**src/hdl/bsoc_pkg.sv**
```systemverilog
// Shared constants, curve tables and pipeline control type for the state-of-charge block.
`default_nettype none
package bsoc_pkg;

   localparam int CURVE_POINTS = 11;
   localparam int STAGES       = 6;

   localparam int V_W     = 16;
   localparam int I_W     = 16;
   localparam int SOC_W   = 7;
   localparam int CELLS_W = 5;
   localparam int IR_W    = 10;
   localparam int CSR_W   = 10;
   localparam int CSR_IDX_W = 1;

   // Register indexes on the configuration port.
   localparam logic [CSR_IDX_W-1:0] CSR_CELLS_IN_PACK = 1'd0;
   localparam logic [CSR_IDX_W-1:0] CSR_INTERNAL_RES  = 1'd1;

   localparam logic [CELLS_W-1:0] CELLS_RESET = 5'd1;
   localparam logic [IR_W-1:0]    IR_RESET    = 10'd100;

   localparam logic [I_W-1:0] HEAVY_LOAD_MA     = 16'd1200;
   localparam logic [I_W-1:0] COMP_THRESHOLD_MA = 16'd100;

   // Cell count division: q = (pack * CELL_RECIP[c]) >> RECIP_SHIFT, exact for 16-bit packs.
   localparam int RECIP_W     = 22;
   localparam int RECIP_SHIFT = 21;
   localparam logic [RECIP_W-1:0] CELL_RECIP [32] = '{
      22'd2097152, 22'd2097152, 22'd1048576, 22'd699051,
      22'd524288,  22'd419431,  22'd349526,  22'd299594,
      22'd262144,  22'd233017,  22'd209716,  22'd190651,
      22'd174763,  22'd161320,  22'd149797,  22'd139811,
      22'd131072,  22'd123362,  22'd116509,  22'd110377,
      22'd104858,  22'd99865,   22'd95326,   22'd91181,
      22'd87382,   22'd83887,   22'd80660,   22'd77673,
      22'd74899,   22'd72316,   22'd69906,   22'd67651
   };

   // Division by 1000 is a shift by three and a reciprocal multiply for 125.
   localparam int IRP_W    = I_W + IR_W;
   localparam int M125_W   = 24;
   localparam int M125_SHIFT = 30;
   localparam logic [M125_W-1:0] M125 = 24'd8589935;
   localparam int COMP_W   = 17;

   localparam logic [V_W-1:0] CURVE_LIGHT [CURVE_POINTS] = '{
      16'd2600, 16'd3000, 16'd3150, 16'd3300, 16'd3450, 16'd3600,
      16'd3750, 16'd3850, 16'd3940, 16'd4040, 16'd4150
   };
   localparam logic [V_W-1:0] CURVE_HEAVY [CURVE_POINTS] = '{
      16'd2600, 16'd2900, 16'd3070, 16'd3220, 16'd3370, 16'd3520,
      16'd3670, 16'd3780, 16'd3900, 16'd3980, 16'd4100
   };
   localparam logic [SOC_W-1:0] SOC_POINTS [CURVE_POINTS] = '{
      7'd0, 7'd10, 7'd20, 7'd30, 7'd40, 7'd50, 7'd60, 7'd70, 7'd80, 7'd90, 7'd100
   };

   function automatic int max_span();
      int m;
      m = 0;
      for (int i = 0; i + 1 < CURVE_POINTS; i++) begin
         if (SOC_POINTS[i+1] > SOC_POINTS[i] && int'(SOC_POINTS[i+1] - SOC_POINTS[i]) > m) begin
            m = int'(SOC_POINTS[i+1] - SOC_POINTS[i]);
         end
      end
      return m;
   endfunction

   // The interpolation quotient never exceeds the widest rise in the percent table.
   localparam int QUOT_BITS = $clog2(max_span() + 1);
   localparam int NUM_W     = V_W + SOC_W;
   localparam int DIV_W     = NUM_W + 1;

   typedef struct packed {
      logic [STAGES-1:0] adv;
   } pipe_ctl_type;

endpackage
`default_nettype wire

```
**src/hdl/bsoc_comp.sv**
```systemverilog
// Pipeline stages one to three: per-cell voltage and resistive sag compensation.
`default_nettype none
module bsoc_comp (
   input  wire logic                            clock,
   input  wire bsoc_pkg::pipe_ctl_type          ctl,
   input  wire logic [bsoc_pkg::V_W-1:0]        pack_voltage_mv,
   input  wire logic [bsoc_pkg::I_W-1:0]        discharge_current_ma,
   input  wire logic [bsoc_pkg::CELLS_W-1:0]    cells,
   input  wire logic [bsoc_pkg::IR_W-1:0]       resistance,
   output logic      [bsoc_pkg::V_W-1:0]        volt,
   output logic                                 heavy
);

   logic [bsoc_pkg::V_W-1:0]     pack_ff;
   logic [bsoc_pkg::RECIP_W-1:0] recip_ff;
   logic [bsoc_pkg::IRP_W-1:0]   irp_ff, irp_in;
   logic                         comp_en1_ff, heavy1_ff;

   logic [bsoc_pkg::V_W+bsoc_pkg::RECIP_W-1:0] qprod;
   logic [bsoc_pkg::IRP_W-3+bsoc_pkg::M125_W-1:0] cprod;
   logic [bsoc_pkg::V_W-1:0]     cellv_ff;
   logic [bsoc_pkg::COMP_W-1:0]  comp_ff;
   logic                         comp_en2_ff, heavy2_ff;

   logic [bsoc_pkg::V_W+1:0]     sum;
   logic [bsoc_pkg::V_W-1:0]     volt_ff, volt_in;
   logic                         heavy3_ff;

   assign irp_in = bsoc_pkg::IRP_W'(discharge_current_ma) * bsoc_pkg::IRP_W'(resistance);

   always_ff @(posedge clock) begin
      if (ctl.adv[0]) begin
         pack_ff     <= pack_voltage_mv;
         recip_ff    <= bsoc_pkg::CELL_RECIP[cells];
         irp_ff      <= irp_in;
         comp_en1_ff <= discharge_current_ma > bsoc_pkg::COMP_THRESHOLD_MA;
         heavy1_ff   <= discharge_current_ma > bsoc_pkg::HEAVY_LOAD_MA;
      end
   end

   // Both reciprocal multiplies run side by side.
   assign qprod = (bsoc_pkg::V_W+bsoc_pkg::RECIP_W)'(pack_ff) *
                  (bsoc_pkg::V_W+bsoc_pkg::RECIP_W)'(recip_ff);
   assign cprod = (bsoc_pkg::IRP_W-3+bsoc_pkg::M125_W)'(irp_ff[bsoc_pkg::IRP_W-1:3]) *
                  (bsoc_pkg::IRP_W-3+bsoc_pkg::M125_W)'(bsoc_pkg::M125);

   always_ff @(posedge clock) begin
      if (ctl.adv[1]) begin
         cellv_ff    <= qprod[bsoc_pkg::RECIP_SHIFT +: bsoc_pkg::V_W];
         comp_ff     <= cprod[bsoc_pkg::M125_SHIFT +: bsoc_pkg::COMP_W];
         comp_en2_ff <= comp_en1_ff;
         heavy2_ff   <= heavy1_ff;
      end
   end

   always_comb begin
      sum = (bsoc_pkg::V_W+2)'(cellv_ff) +
            (comp_en2_ff ? (bsoc_pkg::V_W+2)'(comp_ff) : '0);
      if (sum[bsoc_pkg::V_W+1:bsoc_pkg::V_W] != 2'b00) begin
         volt_in = '1;
      end else begin
         volt_in = sum[bsoc_pkg::V_W-1:0];
      end
   end

   always_ff @(posedge clock) begin
      if (ctl.adv[2]) begin
         volt_ff   <= volt_in;
         heavy3_ff <= heavy2_ff;
      end
   end

   assign volt  = volt_ff;
   assign heavy = heavy3_ff;

endmodule
`default_nettype wire

```
**src/hdl/bsoc_interp.sv**
```systemverilog
// Pipeline stages four to six: segment search, scaling and interpolation quotient.
`default_nettype none
module bsoc_interp (
   input  wire logic                          clock,
   input  wire bsoc_pkg::pipe_ctl_type        ctl,
   input  wire logic [bsoc_pkg::V_W-1:0]      volt,
   input  wire logic                          heavy,
   output logic      [bsoc_pkg::SOC_W-1:0]    soc
);

   logic [bsoc_pkg::V_W-1:0]   pt [bsoc_pkg::CURVE_POINTS];
   logic                       lo, hi, found;
   logic [bsoc_pkg::V_W-1:0]   diff_in, den_in;
   logic [bsoc_pkg::SOC_W-1:0] s0_in, span_in;

   logic                       done4_ff;
   logic [bsoc_pkg::SOC_W-1:0] dval4_ff, s04_ff, span_ff;
   logic [bsoc_pkg::V_W-1:0]   diff_ff, den4_ff;

   logic                       done5_ff;
   logic [bsoc_pkg::SOC_W-1:0] dval5_ff, s05_ff;
   logic [bsoc_pkg::V_W-1:0]   den5_ff;
   logic [bsoc_pkg::NUM_W-1:0] num_ff;

   logic [bsoc_pkg::DIV_W-1:0]     rem, dsh;
   logic [bsoc_pkg::QUOT_BITS-1:0] quot;
   logic [bsoc_pkg::SOC_W-1:0]     soc_ff, soc_in;

   // The lowest segment that holds the voltage wins, hence the descending overwrite.
   always_comb begin
      for (int i = 0; i < bsoc_pkg::CURVE_POINTS; i++) begin
         pt[i] = heavy ? bsoc_pkg::CURVE_HEAVY[i] : bsoc_pkg::CURVE_LIGHT[i];
      end
      lo      = volt <= pt[0];
      hi      = volt >= pt[bsoc_pkg::CURVE_POINTS-1];
      found   = 1'b0;
      diff_in = '0;
      den_in  = '0;
      s0_in   = '0;
      span_in = '0;
      for (int i = bsoc_pkg::CURVE_POINTS - 2; i >= 0; i--) begin
         if (pt[i+1] > pt[i] && volt >= pt[i] && volt <= pt[i+1]) begin
            found   = 1'b1;
            diff_in = volt - pt[i];
            den_in  = pt[i+1] - pt[i];
            s0_in   = bsoc_pkg::SOC_POINTS[i];
            span_in = (bsoc_pkg::SOC_POINTS[i+1] >= bsoc_pkg::SOC_POINTS[i]) ?
                      bsoc_pkg::SOC_POINTS[i+1] - bsoc_pkg::SOC_POINTS[i] : '0;
         end
      end
   end

   always_ff @(posedge clock) begin
      if (ctl.adv[3]) begin
         done4_ff <= lo || hi || !found;
         dval4_ff <= lo ? bsoc_pkg::SOC_POINTS[0] :
                          bsoc_pkg::SOC_POINTS[bsoc_pkg::CURVE_POINTS-1];
         diff_ff  <= diff_in;
         den4_ff  <= den_in;
         s04_ff   <= s0_in;
         span_ff  <= span_in;
      end
   end

   always_ff @(posedge clock) begin
      if (ctl.adv[4]) begin
         num_ff   <= bsoc_pkg::NUM_W'(diff_ff) * bsoc_pkg::NUM_W'(span_ff);
         den5_ff  <= den4_ff;
         s05_ff   <= s04_ff;
         done5_ff <= done4_ff;
         dval5_ff <= dval4_ff;
      end
   end

   // Restoring division; the quotient is bounded by the segment's percent rise.
   always_comb begin
      rem  = bsoc_pkg::DIV_W'(num_ff);
      quot = '0;
      dsh  = '0;
      for (int b = bsoc_pkg::QUOT_BITS - 1; b >= 0; b--) begin
         dsh = bsoc_pkg::DIV_W'(den5_ff) << b;
         if (rem >= dsh) begin
            rem     = rem - dsh;
            quot[b] = 1'b1;
         end
      end
      soc_in = done5_ff ? dval5_ff : s05_ff + bsoc_pkg::SOC_W'(quot);
   end

   always_ff @(posedge clock) begin
      if (ctl.adv[5]) begin
         soc_ff <= soc_in;
      end
   end

   assign soc = soc_ff;

endmodule
`default_nettype wire

```
**src/hdl/battery_soc_from_voltage.sv**
```systemverilog
// Six register stages; a result is held in the output register, the last of them.
// Throughput: one item per cycle while the output is not stalled; the longest stages
// are the reciprocal multiplies of stage two and the segment compare of stage four.
// Bubbles close up under a stalled output, so input is taken while a result waits.
// Reset clears all valid bits and loads cell count 1 and 100 milliohm; no clearing pass.
`default_nettype none
module battery_soc_from_voltage (
   input  wire logic                              clock,
   input  wire logic                              reset,
   input  wire logic                              req_valid,
   output logic                                   req_stall,
   input  wire logic [bsoc_pkg::V_W-1:0]          req_pack_voltage_mv,
   input  wire logic [bsoc_pkg::I_W-1:0]          req_discharge_current_ma,
   output logic                                   rsp_valid,
   input  wire logic                              rsp_stall,
   output logic      [bsoc_pkg::SOC_W-1:0]        rsp_soc_percent,
   input  wire logic                              csr_write_en,
   input  wire logic [bsoc_pkg::CSR_IDX_W-1:0]    csr_index,
   input  wire logic [bsoc_pkg::CSR_W-1:0]        csr_wdata
);

   logic [bsoc_pkg::CELLS_W-1:0] cells_ff;
   logic [bsoc_pkg::IR_W-1:0]    ir_ff;
   logic [bsoc_pkg::STAGES-1:0]  valid_ff, valid_in, ready;
   bsoc_pkg::pipe_ctl_type       ctl;
   logic [bsoc_pkg::V_W-1:0]     volt;
   logic                         heavy;

   always_ff @(posedge clock) begin
      if (reset) begin
         cells_ff <= bsoc_pkg::CELLS_RESET;
         ir_ff    <= bsoc_pkg::IR_RESET;
      end else if (csr_write_en) begin
         unique case (csr_index)
            bsoc_pkg::CSR_CELLS_IN_PACK: cells_ff <= csr_wdata[bsoc_pkg::CELLS_W-1:0];
            bsoc_pkg::CSR_INTERNAL_RES:  ir_ff    <= csr_wdata[bsoc_pkg::IR_W-1:0];
            default: ;
         endcase
      end
   end

   // A stage takes new data when it is empty or its successor moves on.
   always_comb begin
      ready[bsoc_pkg::STAGES-1] = !valid_ff[bsoc_pkg::STAGES-1] || !rsp_stall;
      for (int k = bsoc_pkg::STAGES - 2; k >= 0; k--) begin
         ready[k] = !valid_ff[k] || ready[k+1];
      end
      valid_in[0] = ready[0] ? req_valid : valid_ff[0];
      for (int k = 1; k < bsoc_pkg::STAGES; k++) begin
         if (ready[k]) begin
            valid_in[k] = valid_ff[k-1];
         end else begin
            valid_in[k] = valid_ff[k];
         end
      end
      ctl.adv = ready;
   end

   always_ff @(posedge clock) begin
      if (reset) begin
         valid_ff <= '0;
      end else begin
         valid_ff <= valid_in;
      end
   end

   bsoc_comp u_comp (
      .clock                (clock),
      .ctl                  (ctl),
      .pack_voltage_mv      (req_pack_voltage_mv),
      .discharge_current_ma (req_discharge_current_ma),
      .cells                (cells_ff),
      .resistance           (ir_ff),
      .volt                 (volt),
      .heavy                (heavy)
   );

   bsoc_interp u_interp (
      .clock (clock),
      .ctl   (ctl),
      .volt  (volt),
      .heavy (heavy),
      .soc   (rsp_soc_percent)
   );

   assign req_stall = !ready[0];
   assign rsp_valid = valid_ff[bsoc_pkg::STAGES-1];

endmodule
`default_nettype wire

```
**config.mk**
```make
export PLATFORM = sky130hd
export DESIGN_NAME = battery_soc_from_voltage
export DESIGN_NICKNAME = d
export VERILOG_FILES = /design/src/hdl/bsoc_pkg.sv /design/src/hdl/bsoc_comp.sv /design/src/hdl/bsoc_interp.sv /design/src/hdl/battery_soc_from_voltage.sv
export SDC_FILE = /design/constraint.sdc
export NUM_CORES = 2
export LEC_CHECK = 0
export BUFFER_PORTS_ARGS = -buffer_cell sky130_fd_sc_hd__buf_2
export CAP_MARGIN = 10
export CORE_ASPECT_RATIO = 0.6
export CORE_UTILIZATION = 55
export CTS_CLUSTER_DIAMETER = 60
export DETAILED_ROUTE_END_ITERATION = 6
export GPL_TIMING_DRIVEN = 0
export HOLD_SLACK_MARGIN = 0.06
export MAX_ROUTING_LAYER = met4
export PLACE_DENSITY_LB_ADDON = 0.05
export SLEW_MARGIN = 20
export SYNTH_ARGS = -nofsm -noshare
export SYNTH_HDL_FRONTEND = slang
export SYNTH_SLANG_ARGS = --single-unit
```
**constraint.sdc**
```tcl
create_clock -name clock -period 11.3 [get_ports clock]
set_input_delay 1.695 -clock clock [delete_from_list [all_inputs] [get_ports clock]]
set_output_delay 1.695 -clock clock [all_outputs]
set_load 0.02 [all_outputs]
```
---- Word level (Yosys, flattened, before mapping) ----
Memories as Yosys holds them, arrays and structs flattened. A register that Yosys moved wholly into a read port is not among the register bits.
Index checks and enable logic that the tools add are counted.
word-level totals
  input port bits ......................... 48
  bits in writable memories ............... 0
  latch bits .............................. 0
  output and inout bits ................... 9
  memories kept ........................... 1
  register bits ........................... 232
  ROM bits ................................ 704
memories
  name              depth  bits a word  rd ports  clocked after memory_dff  wr ports  line             source
  (name not given)  32     22           1         1                         0         bsoc_comp.sv:34  recip_ff <= bsoc_pkg::CELL_RECIP[cells];
operators by class
  equal/unequal tests ..................... 0
  bitwise logic cells ..................... 2
  multipliers ............................. 4
  magnitude comparators ................... 38
  add/sub/neg operators ................... 25
  reductions and logical operators ........ 44
  multiplexer cells ....................... 60
  div/mod/pow operators ................... 0
  shift-type cells ........................ 0
operator list
  cell                                                    count
  2-to-1 mux 16 bit                                       20
  subtractor 16 bit                                       18
  >= comparator 16 bit                                    10
  less-or-equal comparator 16 bit                         10
  greater-than comparator 16 bit                          9
  2-to-1 mux 24 bit                                       3
  2-to-1 mux 7 bit                                        9
  multiplier 23 x 24 -> 47 bit (second input constant)    1
  multiplier 16 x 22 -> 37 bit                            1
  subtractor 16 x 12 -> 16 bit (second input constant)    2
  multiplier 16 x 10 -> 26 bit                            1
  >= comparator 24 x 16 -> 1 bit                          1
  >= comparator 24 x 17 -> 1 bit                          1
  >= comparator 24 x 18 -> 1 bit                          1
  2-to-1 mux 6 bit                                        4
  subtractor 23 x 19 -> 24 bit                            1
  subtractor 24 x 17 -> 24 bit                            1
  subtractor 24 x 18 -> 24 bit                            1
  >= comparator 23 x 19 -> 1 bit                          1
  multiplier 16 x 7 -> 23 bit                             1
  logical AND 1 bit                                       20
  adder 16 x 18 -> 18 bit                                 1
  2-to-1 mux 17 bit                                       1
  >= comparator 16 x 12 -> 1 bit (second input constant)  1
  22 further kinds                                        54

---- Depth between registers and ports, before layout ----
  depth in word-level cells ............... 16
  mapped depth ............................ 48
  mapped depth without buffers ............ 44

---- Modules after synthesis ----
A second synthesis with hierarchy kept.
unflattened totals
  cell total of the unflattened synthesis .. 4381
  area total of the unflattened synthesis .. 39690.6 µm²
modules (own cells, without submodules)
  module                    times used  cells an instance  seq. area each (µm²)  area an instance (µm²)
  bsoc_comp                 1           3077               3453.3                29066.6
  bsoc_interp               1           1215               2282.2                9840.7
  battery_soc_from_voltage  1           89                 420.4                 783.3

---- Worst setup path after synthesis ----
OpenSTA, ideal clock, no wires.
  path type ............................... flip-flop to flip-flop
  start point ............................. register u_interp.num_ff[4] in the netlist's numbering
  end point ............................... register u_interp.soc_ff (netlist bit u_interp.soc[0]), data pin
  data required time ...................... 11.022 ns
  arrival ................................. 8.587 ns
  setup slack ............................. 2.436 ns
  period minus slack after synthesis ...... 8.864 ns
  buffers on the path ..................... 5
  cell stages (with the launch flop) ...... 48
  cell sequence ........................... edfxtp_1 -> inv_1 -> ha_1 -> inv_1 -> fa_1 -> nand3_1 -> a21boi_1 -> nor4_4 -> clkbuf_1 -> nand2_1 -> o21ai_0 -> ha_1 -> nor2b_1 -> o31ai_1 -> a21oi_1 -> o41ai_1 -> inv_1 -> nor3_2 -> [... 12 more ...] -> or4_1 -> buf_2 -> buf_2 -> nor2_1 -> a21oi_1 -> ha_1 -> a21oi_1 -> nor2b_1 -> o21ai_0 -> nand2b_1 -> a21oi_1 -> nor2b_1 -> o21ai_0 -> nand2b_1 -> a221oi_1 -> o211ai_1 -> a2111oi_2 -> a41oi_1
between the ends
  cells in the longest elaborated chain, start to end .. 10
  elaborated cells on any way between the ends .. 13
  classes of those cells .................. add/sub: 4; order compare: 4; mux: 5
RTL lines
  what                                                                            line                                  source
  start, declared                                                                 bsoc_interp.sv:23                     logic [bsoc_pkg::NUM_W-1:0] num_ff;
  start signal, assigned                                                          bsoc_interp.sv:67                     num_ff <= bsoc_pkg::NUM_W'(diff_ff) * bsoc_pkg::NUM_W'(span_ff);
  subtractor 23 x 19 -> 24 bit or >= comparator 23 x 19 -> 1 bit (tied branches)  bsoc_interp.sv:83, bsoc_interp.sv:82
  2-to-1 mux 24 bit *                                                             bsoc_interp.sv:82                     if (rem >= dsh) begin
  subtractor 24 x 18 -> 24 bit or >= comparator 24 x 18 -> 1 bit (tied branches)  bsoc_interp.sv:83, bsoc_interp.sv:82
  2-to-1 mux 24 bit *                                                             bsoc_interp.sv:82
  subtractor 24 x 17 -> 24 bit or >= comparator 24 x 17 -> 1 bit (tied branches)  bsoc_interp.sv:83, bsoc_interp.sv:82
  2-to-1 mux 24 bit *                                                             bsoc_interp.sv:82
  >= comparator 24 x 16 -> 1 bit *                                                bsoc_interp.sv:82
  2-to-1 mux 1 bit *                                                              bsoc_interp.sv:82
  adder 7 x 4 -> 7 bit *                                                          bsoc_interp.sv:87                     soc_in = done5_ff ? dval5_ff : s05_ff + bsoc_pkg::SOC_W'(quot);
  2-to-1 mux 7 bit *                                                              bsoc_interp.sv:87
  end signal, assigned                                                            bsoc_interp.sv:92                     soc_ff <= soc_in;
  end, declared                                                                   bsoc_interp.sv:27                     logic [bsoc_pkg::SOC_W-1:0] soc_ff, soc_in;
Every way passes the cells marked *; elsewhere a longest branch is shown, timed or not.
A chain may end at the register's enable or synchronous reset.

---- Worst setup path in the final report ----
  start point ............................. register u_interp.den5_ff[1] in the netlist's numbering
  end point ............................... register u_interp.soc_ff (netlist bit u_interp.soc[0]), data pin
between the ends
  cells in the longest elaborated chain, start to end .. 10
  elaborated cells on any way between the ends .. 13
  classes of those cells .................. add/sub: 4; order compare: 4; mux: 5
RTL lines
  what                                                                            line                                  source
  start, declared                                                                 bsoc_interp.sv:22                     logic [bsoc_pkg::V_W-1:0] den5_ff;
  start signal, assigned                                                          bsoc_interp.sv:68                     den5_ff <= den4_ff;
  subtractor 23 x 19 -> 24 bit or >= comparator 23 x 19 -> 1 bit (tied branches)  bsoc_interp.sv:83, bsoc_interp.sv:82
  2-to-1 mux 24 bit                                                               bsoc_interp.sv:82
  subtractor 24 x 18 -> 24 bit or >= comparator 24 x 18 -> 1 bit (tied branches)  bsoc_interp.sv:83, bsoc_interp.sv:82
  2-to-1 mux 24 bit                                                               bsoc_interp.sv:82
  subtractor 24 x 17 -> 24 bit or >= comparator 24 x 17 -> 1 bit (tied branches)  bsoc_interp.sv:83, bsoc_interp.sv:82
  2-to-1 mux 24 bit                                                               bsoc_interp.sv:82
  >= comparator 24 x 16 -> 1 bit *                                                bsoc_interp.sv:82
  2-to-1 mux 1 bit *                                                              bsoc_interp.sv:82
  adder 7 x 4 -> 7 bit *                                                          bsoc_interp.sv:87
  2-to-1 mux 7 bit *                                                              bsoc_interp.sv:87
Marked as above.

==> results.cfg <==
[sta]
setup_violations = 0
setup_tns_ns = 0
drv_slew = 0
clock.fmax_mhz = 96.28
fin_crit_sh = 0.9192
relSlewSlack = 0.2162
worstMarginPinSlew_ns = 1.176
fin_hold_ws_ns = 0.4201
hold_violations = 0
final.setup_skew_ns = 0.03733
period_minus_slack_ns = 10.39

[critical_path]
timing.critical_path.mode_cell = sky130_fd_sc_hd__a21oi_1
r2r.worst_path.cells = 46
timing.critical_path.slowest_cell_delay_ns = 0.48
cp_data_arrival_time_ns = 10.60
ff2ff_setup_slack_ns = 0.91
critical_path.slowest_cell = sky130_fd_sc_hd__nor4_4
crit_path_max_fanout = 11
cp-end-kind = flop
path_class = flop to flop
cp-start-kind = flop
worst-endpoint-required_ns = 11.51

[floorplan]
effective_utilization_at_floorplan = 0.5585
floorplan.die.height_microns = 205.9
rows = 74
core-area_sq_um = 68240
die_x_microns = 341.8
die-area_sq_um = 70380
ios = 57

[synth]
synthArstFlopShare = 0
yosys_register_bits = 212
syn-cell-area_sq_um = 38110
synthesis.instances = 4104
ys.flop_type = sky130_fd_sc_hd__edfxtp_1
yosys.cell_types.count = 87
synth.net_count = 5247
mapped_avg_cell_area_sq_um = 9.286
synth_enable_flop_cells = 191
ys_seq_area_frac = 0.1615
warnings_from_yosys = 0

[finish]
final_net_count = 5334
area.growth.synth_to_final_pct = 6.379
finalInstanceArea_sq_um = 40540
drive_above_1_share = 0.03755
post-route-util = 0.5941

[global_routing]
grt_first_pass_wirelength_microns = 164600
antenna_found_initial = 1
grt_util_overall = 0.3153
grt_max_degree = 40
first_global_vias = 28070
grt_overflow_total = 0

[clock_tree]
worstSkewPairLatency_ns = 0.58
clock-sinks = 212
htree_levels = 1
post_cts_hold_buffer_count = 0
cts_made_buffers = 26
clkTransAtPathRegs_ns = 0.06
clockRootBuffer = sky130_fd_sc_hd__clkbuf_16
cts_tree = built
max-clock-path-buffers = 3

[route]
number_of_nets_with_antenna_violations_after_routing = 0
drt_drc_violations_left = 0
drtPass1Iterations = 5
1st_iter_drt_viols = 2518
wl_microns = 105400
route.detailed.vias_per_inst = 5.704
average_wire_per_standard_cell_microns = 20.58
via_count = 29210

[flow_run]
max-cap-violations = 0

[placement]
dp_hpwl_microns = 88560
placedInstanceArea_sq_um = 39580
numPortBuffers = 56
final_weighted_congestion_of_routability_driven_global_placement = 1.028

[worst_hold_path]
worstHoldPathCells = 0
hold_path_class = flop to flop

[run_status]
status = completed
## through the flow
stage,instances,worst slack [ns]
2_1_floorplan,4104,2.436
3_3_place_gp,5072,0.2304
3_5_place_dp,5074,0.2973
4_1_cts,5119,0.2632
5_1_grt,5121,-0.01068
6_report,5121,0.9132
## sequential cells by signal, summed over array words and instances, names as in the netlist, 5 cells and up
signal and flops:
u_comp.irp_ff 23, u_comp.recip_ff 22, u_interp.num_ff 20, u_comp.comp_ff 17
u_comp.cellv_ff 16, u_comp.pack_ff 16, u_comp.volt 16, u_interp.diff_ff 16
ir_ff 10, u_interp.den4_ff 8, u_interp.den5_ff 8, u_interp.soc 7
u_interp.s04_ff 6, u_interp.s05_ff 6, valid_ff 6, cells_ff 5
## path summary, 6_finish.rpt
| check | from | end |
|---|---|---|
| max | u_interp.den5_ff[1] | u_interp.soc[0] |
| min | u_interp.den4_ff[3] | u_interp.den5_ff[3] |
| max reg2reg | u_interp.den5_ff[1] | u_interp.soc[0] |
| min reg2reg | u_interp.den4_ff[3] | u_interp.den5_ff[3] |
## timing repair
action,in CTS,in global routing
resized for setup,0,8
endpoints found under the setup margin,0,1
buffers inserted,0,1
hold endpoints to repair,0,0
## synthesized netlist by cell type (7+ instances only)
cell type	number	area, sq um
sky130_fd_sc_hd__nor2_1	183	686.9
sky130_fd_sc_hd__nor2b_1	32	200.2
sky130_fd_sc_hd__mux2_2	15	168.9
sky130_fd_sc_hd__or3_1	14	87.58
sky130_fd_sc_hd__a21o_1	39	292.8
sky130_fd_sc_hd__or2_2	10	62.56
sky130_fd_sc_hd__fa_1	550	11010
sky130_fd_sc_hd__and2_1	215	1345
sky130_fd_sc_hd__nor3_1	51	255.2
sky130_fd_sc_hd__xnor2_1	101	884.6
sky130_fd_sc_hd__a31oi_1	20	125.1
sky130_fd_sc_hd__ha_1	545	6819
sky130_fd_sc_hd__xor2_1	31	271.5
sky130_fd_sc_hd__inv_1	717	2691
sky130_fd_sc_hd__o21a_1	22	165.2
sky130_fd_sc_hd__dfxtp_1	21	420.4
sky130_fd_sc_hd__o21ai_0	131	655.6
sky130_fd_sc_hd__buf_1	9	33.78
sky130_fd_sc_hd__mux2i_1	14	140.1
sky130_fd_sc_hd__a21oi_1	176	880.8
sky130_fd_sc_hd__clkbuf_1	142	533.0
sky130_fd_sc_hd__a211oi_1	19	142.6
sky130_fd_sc_hd__nand3_1	45	225.2
sky130_fd_sc_hd__a221o_1	7	70.07
sky130_fd_sc_hd__and3_1	15	93.84
sky130_fd_sc_hd__o211ai_1	19	142.6
sky130_fd_sc_hd__edfxtp_1	191	5736
sky130_fd_sc_hd__nand2b_1	30	187.7
sky130_fd_sc_hd__o21bai_1	22	165.2
sky130_fd_sc_hd__nand4_1	15	93.84
sky130_fd_sc_hd__nor4_1	14	87.58
sky130_fd_sc_hd__o221ai_1	12	105.1
sky130_fd_sc_hd__a21boi_0	17	127.6
sky130_fd_sc_hd__nand2_1	513	1926
sky130_fd_sc_hd__a221oi_1	10	87.58
## cell usage in the layout, fill, tap and decap left out, drive strengths merged, types with 13 or more instances in the layout
| cell | instances |
|---|---|
| inv | 721 |
| fa | 550 |
| ha | 545 |
| nand2 | 513 |
| and2 | 215 |
| edfxtp | 191 |
| nor2 | 183 |
| a21oi | 176 |
| clkbuf | 175 |
| o21ai | 133 |
| xnor2 | 101 |
| buf | 70 |
| nor3 | 52 |
| nand3 | 45 |
| a21o | 39 |
| nor2b | 32 |
| xor2 | 31 |
| nand2b | 30 |
| o21a | 22 |
| o21bai | 22 |
| dfxtp | 21 |
| a31oi | 20 |
| o211ai | 20 |
| a21boi | 20 |
| a211oi | 19 |
| nor4 | 17 |
| and3 | 15 |
| nand4 | 15 |
| mux2 | 15 |
| or3 | 14 |
| mux2i | 14 |
| clkinv | 13 |
## cell type report
cell class | count | area (sq um)
Antenna cell | 1 | 2.502
Buffer | 154 | 586.8
Clock buffer | 32 | 724.4
Clock inverter | 13 | 173.9
Fill cell | 6088 | 27700
Inverter | 723 | 2714
Multi-Input combinational cell | 3015 | 28730
Sequential cell | 212 | 6156
Tap cell | 912 | 1141
Timing Repair Buffer | 59 | 312.8
## logic make-up after synthesis
logic type,synth area share
multiplexers,0.008109
buffers and inverters,0.08654
XOR/XNOR,0.03033
AND/OR/NAND/NOR,0.1469
AO/OA/AOI/OAI,0.09879
adder cells (fa/ha/maj),0.4678
flip-flops,0.1615
## worst max-delay path: cells and delay by family (launching register included)
kind | cells | cell delay [ns]
buf+inv | 7 | 1.49
fa+ha+maj | 5 | 1.54
simple gates | 16 | 2.68
flops | 1 | 0.44
compound gates | 18 | 3.88
## routing by layer
metal  GRT usage  up-vias  wire length, microns
met5           -        -                     0
met4     0.03652        0                  1110
met3      0.1051      105                 13380
met2      0.3839     1300                 38380
met1      0.5014    14250                 52530
li1            -    13550                     -
Power is not shown: default switching activity piles up to over one toggle a cycle in this logic, so the estimate is an artifact.
